File: config.mk
export PLATFORM = sky130hd
export DESIGN_NAME = tsbk_trellis_block_encoder
export DESIGN_NICKNAME = d
export VERILOG_FILES = /design/src/rtl/tsbk_pkg.sv /design/src/rtl/tsbk_trellis_block_encoder.sv
export SDC_FILE = /design/constraint.sdc
export NUM_CORES = 1
export LEC_CHECK = 0
export ABC_AREA = 1
export ABC_CLOCK_PERIOD_IN_PS = 11750
export BUFFER_PORTS_ARGS = -buffer_cell sky130_fd_sc_hd__buf_2
export CAP_MARGIN = 5
export CORE_ASPECT_RATIO = 1.1
export CORE_MARGIN = 8
export CORE_UTILIZATION = 45
export DETAILED_ROUTE_END_ITERATION = 7
export MAX_ROUTING_LAYER = met4
export PLACE_DENSITY = 0.61
export SLEW_MARGIN = 30
export SYNTH_ARGS = -nofsm -noshare
export SYNTH_HDL_FRONTEND = slang
export SYNTH_SLANG_ARGS = --single-unit
File: constraint.sdc
create_clock -name clk -period 11.75 [get_ports clk]
set_input_delay 1.7625 -clock clk [delete_from_list [all_inputs] [get_ports clk]]
set_output_delay 1.7625 -clock clk [all_outputs]
set_load 0.02 [all_outputs]
File: src/rtl/tsbk_pkg.sv
package tsbk_pkg;

  localparam int NUM_PAIRS  = 49;
  localparam int NUM_DIBITS = 48;
  localparam int MSG_BITS   = 80;
  localparam int WORD_BITS  = 96;
  localparam int CNT_W      = 6;

  localparam logic [15:0] CRC_POLY   = 16'h1021;
  localparam logic [15:0] CRC_XOROUT = 16'hFFFF;
  localparam logic [1:0]  FLUSH_DIBIT = 2'b00;

  // {first, second} indexed by [state][dibit]
  localparam logic [3:0] TRELLIS_MAP [0:3][0:3] = '{
    '{4'h2, 4'hC, 4'h1, 4'hF},
    '{4'hE, 4'h0, 4'hD, 4'h3},
    '{4'h9, 4'h7, 4'hA, 4'h4},
    '{4'h5, 4'hB, 4'h6, 4'h8}
  };

  typedef struct packed {
    logic        last_block;
    logic [5:0]  opcode;
    logic [7:0]  vendor_id;
    logic [63:0] arguments;
  } blk_t;

  typedef struct packed {
    logic [1:0] symbol_first;
    logic [1:0] symbol_second;
    logic       final_pair;
  } sym_t;

  // CRC contribution of a single one followed by k zero bits (init zero)
  function automatic logic [15:0] crc_col(int k);
    logic [15:0] r;
    r = CRC_POLY;
    for (int i = 0; i < k; i++) begin
      r = {r[14:0], 1'b0} ^ (r[15] ? CRC_POLY : 16'h0000);
    end
    return r;
  endfunction

  // pair index sent at beat k: groups by index mod 4
  function automatic int emit_pair(int k);
    int p;
    if (k < 13) begin
      p = 4 * k;
    end else if (k < 25) begin
      p = 4 * (k - 13) + 1;
    end else if (k < 37) begin
      p = 4 * (k - 25) + 2;
    end else begin
      p = 4 * (k - 37) + 3;
    end
    return p;
  endfunction

endpackage

File: src/rtl/tsbk_trellis_block_encoder.sv
// channel | dir | handshake             | payload
// blk     | in  | blk_valid / blk_ready | blk_t: last_block, opcode, vendor_id, arguments
// sym     | out | sym_valid / sym_ready | sym_t: symbol_first, symbol_second, final_pair
//
// One block gives 49 beats, one per cycle while sym_ready stays high, from the 49-entry emit
// shifter. An accepted blk is held in the input register, then loaded into the shifter.
// The next block waits in the input register and loads on the cycle the last beat leaves.
// rst (synchronous) empties both stages. sym stalls freeze the shifter.
module tsbk_trellis_block_encoder
  import tsbk_pkg::*;
(
  input  logic clk,
  input  logic rst,
  input  logic blk_valid,
  output logic blk_ready,
  input  blk_t blk,
  output logic sym_valid,
  input  logic sym_ready,
  output sym_t sym
);

  logic             in_q_valid;
  blk_t             in_q;
  logic [3:0]       sh [0:NUM_PAIRS-1];
  logic [CNT_W-1:0] cnt;
  logic [CNT_W-1:0] cnt_next;
  logic             load;
  logic             fire;

  logic [MSG_BITS-1:0]  msg;
  logic [15:0]          terms [0:MSG_BITS-1];
  logic [15:0]          crc;
  logic [WORD_BITS-1:0] word;
  logic [1:0]           d [0:NUM_PAIRS-1];
  logic [3:0]           pair [0:NUM_PAIRS-1];

  assign sym_valid = (cnt != '0);
  assign fire      = sym_valid && sym_ready;
  assign load      = in_q_valid && ((cnt == '0) ||
                     ((cnt == CNT_W'(1)) && sym_ready));
  assign blk_ready = !in_q_valid || load;

  assign sym.symbol_first  = sh[0][3:2];
  assign sym.symbol_second = sh[0][1:0];
  assign sym.final_pair    = (cnt == CNT_W'(1));

  // header: last, protect=0, opcode, vendor
  assign msg = {in_q.last_block, 1'b0, in_q.opcode, in_q.vendor_id, in_q.arguments};

  for (genvar j = 0; j < MSG_BITS; j++) begin : g_crc
    localparam logic [15:0] COL = crc_col(j);
    assign terms[j] = msg[j] ? COL : 16'h0000;
  end

  always_comb begin
    logic [15:0] acc;
    acc = 16'h0000;
    for (int j = 0; j < MSG_BITS; j++) begin
      acc = acc ^ terms[j];
    end
    crc = acc ^ CRC_XOROUT;
  end

  assign word = {msg, crc};

  for (genvar n = 0; n < NUM_DIBITS; n++) begin : g_dibit
    assign d[n] = word[WORD_BITS-1-2*n -: 2];
  end
  assign d[NUM_DIBITS] = FLUSH_DIBIT;

  assign pair[0] = TRELLIS_MAP[0][d[0]];
  for (genvar n = 1; n < NUM_PAIRS; n++) begin : g_trellis
    assign pair[n] = TRELLIS_MAP[d[n-1]][d[n]];
  end

  always_ff @(posedge clk) begin
    if (rst) begin
      in_q_valid <= 1'b0;
    end else if (blk_ready) begin
      in_q_valid <= blk_valid;
    end
  end

  always_ff @(posedge clk) begin
    if (blk_ready && blk_valid) begin
      in_q <= blk;
    end
  end

  always_comb begin
    cnt_next = cnt;
    if (load) begin
      cnt_next = CNT_W'(NUM_PAIRS);
    end else if (fire) begin
      cnt_next = cnt - CNT_W'(1);
    end
  end

  always_ff @(posedge clk) begin
    if (rst) begin
      cnt <= '0;
    end else begin
      cnt <= cnt_next;
    end
  end

  for (genvar k = 0; k < NUM_PAIRS; k++) begin : g_shift
    localparam int P = emit_pair(k);
    always_ff @(posedge clk) begin
      if (load) begin
        sh[k] <= pair[P];
      end else if (fire && (k < NUM_PAIRS - 1)) begin
        sh[k] <= sh[(k < NUM_PAIRS - 1) ? k + 1 : k];
      end
    end
  end

  a_load_count: assert property (@(posedge clk) disable iff (rst)
    load |=> (cnt == CNT_W'(NUM_PAIRS)))
    else $error("shifter count wrong after load");

  a_cnt_bound: assert property (@(posedge clk) disable iff (rst)
    cnt <= CNT_W'(NUM_PAIRS))
    else $error("beat count out of range");

  a_final_drop: assert property (@(posedge clk) disable iff (rst)
    (fire && sym.final_pair && !load) |=> !sym_valid)
    else $error("beats continue past final pair");

  a_stall_hold: assert property (@(posedge clk) disable iff (rst)
    (sym_valid && !sym_ready) |=> (cnt == $past(cnt)))
    else $error("shifter advanced during stall");

endmodule
==> metrics.txt <==
die height=between 200 and 250 µm; CTS resizes=0; critical path required time=12.00 ns; initial antenna violation count=1; status=completed; Gate Count Post-Synth=2508; relative slew slack=approximately a third; Comb pwr share=51.5%; port bufs=89; H-tree depth=2; Syn Std Cell Area=just under 20000 µm²; Worst Path Arrival=4.49 ns; Setup violations, final=0; Via-to-Cell Ratio=about 5.4; clk_lat worst skew=0.56 ns; clock root buffer=clkbuf_16; vias in the first global route=15870; Initial Utilization=45.59%; Int Pwr=3.590 mW; simple-gate portion of the synthesized area=27.53%; fin util=between 40% and 50%; Core ar.=43440 µm²; clock-pin slew on the worst setup and hold paths=around 0.060 ns; Hold Vio Cnt, Final=0; WHS=0.4892 ns; Crit Path Class=primary input to flip-flop; Final Non-Filler Cells=between 3000 and 4000; post-synthesis adder-cell area fraction=4.043%; number of clock sinks=282; Hold Buf Count CTS=0; Final Max Slew Viols=0; Final HPWL DP=53.56 mm; CTS max path bufs=3; grt total ovfl=0; worst min path class=flip-flop to flip-flop; fill count=about 4300; setup repair after global routing missed its margin=false; CTS tree=built; GRT Util Overall=about 28%; # DRC=0; Routed WL=about 70 mm; NumNets Final=2681; largest family of logic cells by synthesized area=simple AND/OR/NAND/NOR gates; setup repair bufs after CTS=0; Seq pwr share=33.3%; PD cells=322.7 nW/µm²; first-pass GRT wire length=a little over 100 mm; Area Overhead vs Synth=8.187%; Crit Path Max Fanout=109; yosys warns=0; skew final=0.03084 ns; Initial DRC Count=between 1500 and 2000; Worst-Margin Slew=between 1 and 1.5 ns; critical path capture point type=flip-flop; Synth Area in Compound Gates=5.793%; Netlist cell types=40; DR WL/cell=22.32 µm; proportion of layout cells with a drive suffix above 1=under 10%; most common cell after layout, fill and taps aside=nand2_1; sequential cell area fraction in the yosys report=approximately 42%; diodes inserted=0; Num CTS Buffers=36; #FFs+latches synth=282; Row Count=80; setup_tns=0 ns; Sw Pwr=between 3 and 4 mW; Final min period=about 4.2 ns; die area=50990 µm²; largest net degree at the start of global routing=110; Period Utilization, post-route=36.13%; leakage dissipation=10.08 nW; power share of the clock group=15.2%; FMAX=235.5 MHz; Max-Cap Viols=0; placed cells=about 3000; Synth Area in XOR/XNOR=~12%; maximum vdd drop=0.1873 mV; Net Sw Frac=about half; DR vias=16850; Worst Setup Start Kind=primary input; Initial DRT Pass Iterations=6; die width=216.0 µm; remaining antenna violation count=0; mux share of post-synthesis cell area=0.05054%; I/O pin cnt=90; gp weighted congestion=1.008; Synth Area per Inst=between 7 and 8 µm²; most frequent cells in the layout=nand2_1 (997), edfxtp_1 (275), inv_1 (195); Syn Nets=2655
[power groups by stage]
stage	sequential, mW	clock, mW	combinational, mW
final	2.30	1.05	3.56
after global routing	2.32	1.10	4.01
after CTS	2.29	1.07	3.55
after detailed placement	2.29	0	3.55
after global placement	2.31	0	3.46
after floorplan	2.11	0	2.66
[per-stage QoR]
| stage | power, mW | setup WS [ns] | instance area, µm² |
|---|---|---|---|
| 3_3_place_gp | 5.777 | 6.874 | 20350 |
| 4_1_cts | 6.916 | 7.327 | 21420 |
| 5_1_grt | 7.430 | 7.238 | 21430 |
| 2_1_floorplan | 4.768 | 5.126 | 19810 |
| 3_5_place_dp | 5.842 | 6.747 | 20350 |
| 6_report | 6.916 | 7.504 | 21430 |
[registers in the layout, indices dropped and copies added, names as in the netlist]
name	cells
cnt	6
sh	196
in_q_valid	1
d	79
[path summary, 6_finish.rpt]
path                       start             endpoint  slack (ns)  cells after the start
min          cnt[1]$_SDFFE_PP0P_  cnt[1]$_SDFFE_PP0P_        0.49                      2
min reg2reg  cnt[1]$_SDFFE_PP0P_  cnt[1]$_SDFFE_PP0P_        0.49                      2
max                    sym_ready  sh[26][1]$_DFFE_PP_        7.50                      9
max reg2reg  cnt[0]$_SDFFE_PP0P_  sh[26][1]$_DFFE_PP_        8.01                     12
[synthesized netlist by cell type (all sizes together)]
| library cell | count | area, µm² |
|---|---|---|
| a31oi | 15 | 93.84 |
| a21o | 1 | 7.510 |
| clkbuf | 22 | 82.58 |
| nand2b | 1 | 6.260 |
| inv | 233 | 884.6 |
| o31ai | 30 | 225.2 |
| dfxtp | 7 | 140.1 |
| o221ai | 2 | 17.52 |
| o21ai | 139 | 695.7 |
| nand4 | 6 | 37.54 |
| nand2 | 1026 | 3921 |
| or2 | 5 | 31.28 |
| nand3b | 17 | 127.6 |
| nor3b | 1 | 7.510 |
| xnor2 | 122 | 1091 |
| a21oi | 20 | 100.1 |
| mux2i | 1 | 10.01 |
| o21bai | 1 | 7.510 |
| clkinv | 1 | 5.000 |
| xor2 | 146 | 1309 |
| nor2 | 104 | 405.4 |
| nand3 | 169 | 855.8 |
| ha | 64 | 800.8 |
| buf | 88 | 625.6 |
| edfxtp | 275 | 8258 |
| nor3 | 12 | 60.06 |
[final cells by class]
class | instances | area [µm²] | share of cell area (%)
flip-flops and latches | 282 | 8398 | 39.19
repair buffers | 98 | 520.5 | 2.429
clock inverters | 15 | 111.4 | 0.5197
multi-input cells | 1882 | 9826 | 45.85
clock buffers | 47 | 963.4 | 4.496
well taps | 574 | 718.2 | 3.352
inverters | 234 | 890.9 | 4.157
[cells by family (layout without fill, tap and decap cells)]
group	Yosys count	count (layout)
DFF	282	282
muxes	1	1
and+or+nand+nor	1341	1341
adders and majority gates	64	64
AOI/OAI and AO/OA	208	208
xor gates and xnor gates	268	268
buffers and inverters	344	394
[worst max-delay path, cell delays in order]
cell	delay (ns)
buf_2	0.11
nand2_1	0.08
nand2_1	0.06
nand2_1	0.09
inv_1	0.14
nor2_4	0.51
buf_6	0.62
buf_4	0.78
o21ai_0	0.21
[layer usage]
layer	routed length, µm	share of wire [%]	track usage (%)
met5	0	0	-
met4	3390	4.8	11.38
met3	4766	6.8	3.495
met2	32450	46	44.69
met1	29310	42	35.13
Power figures use the tool's default switching activity.
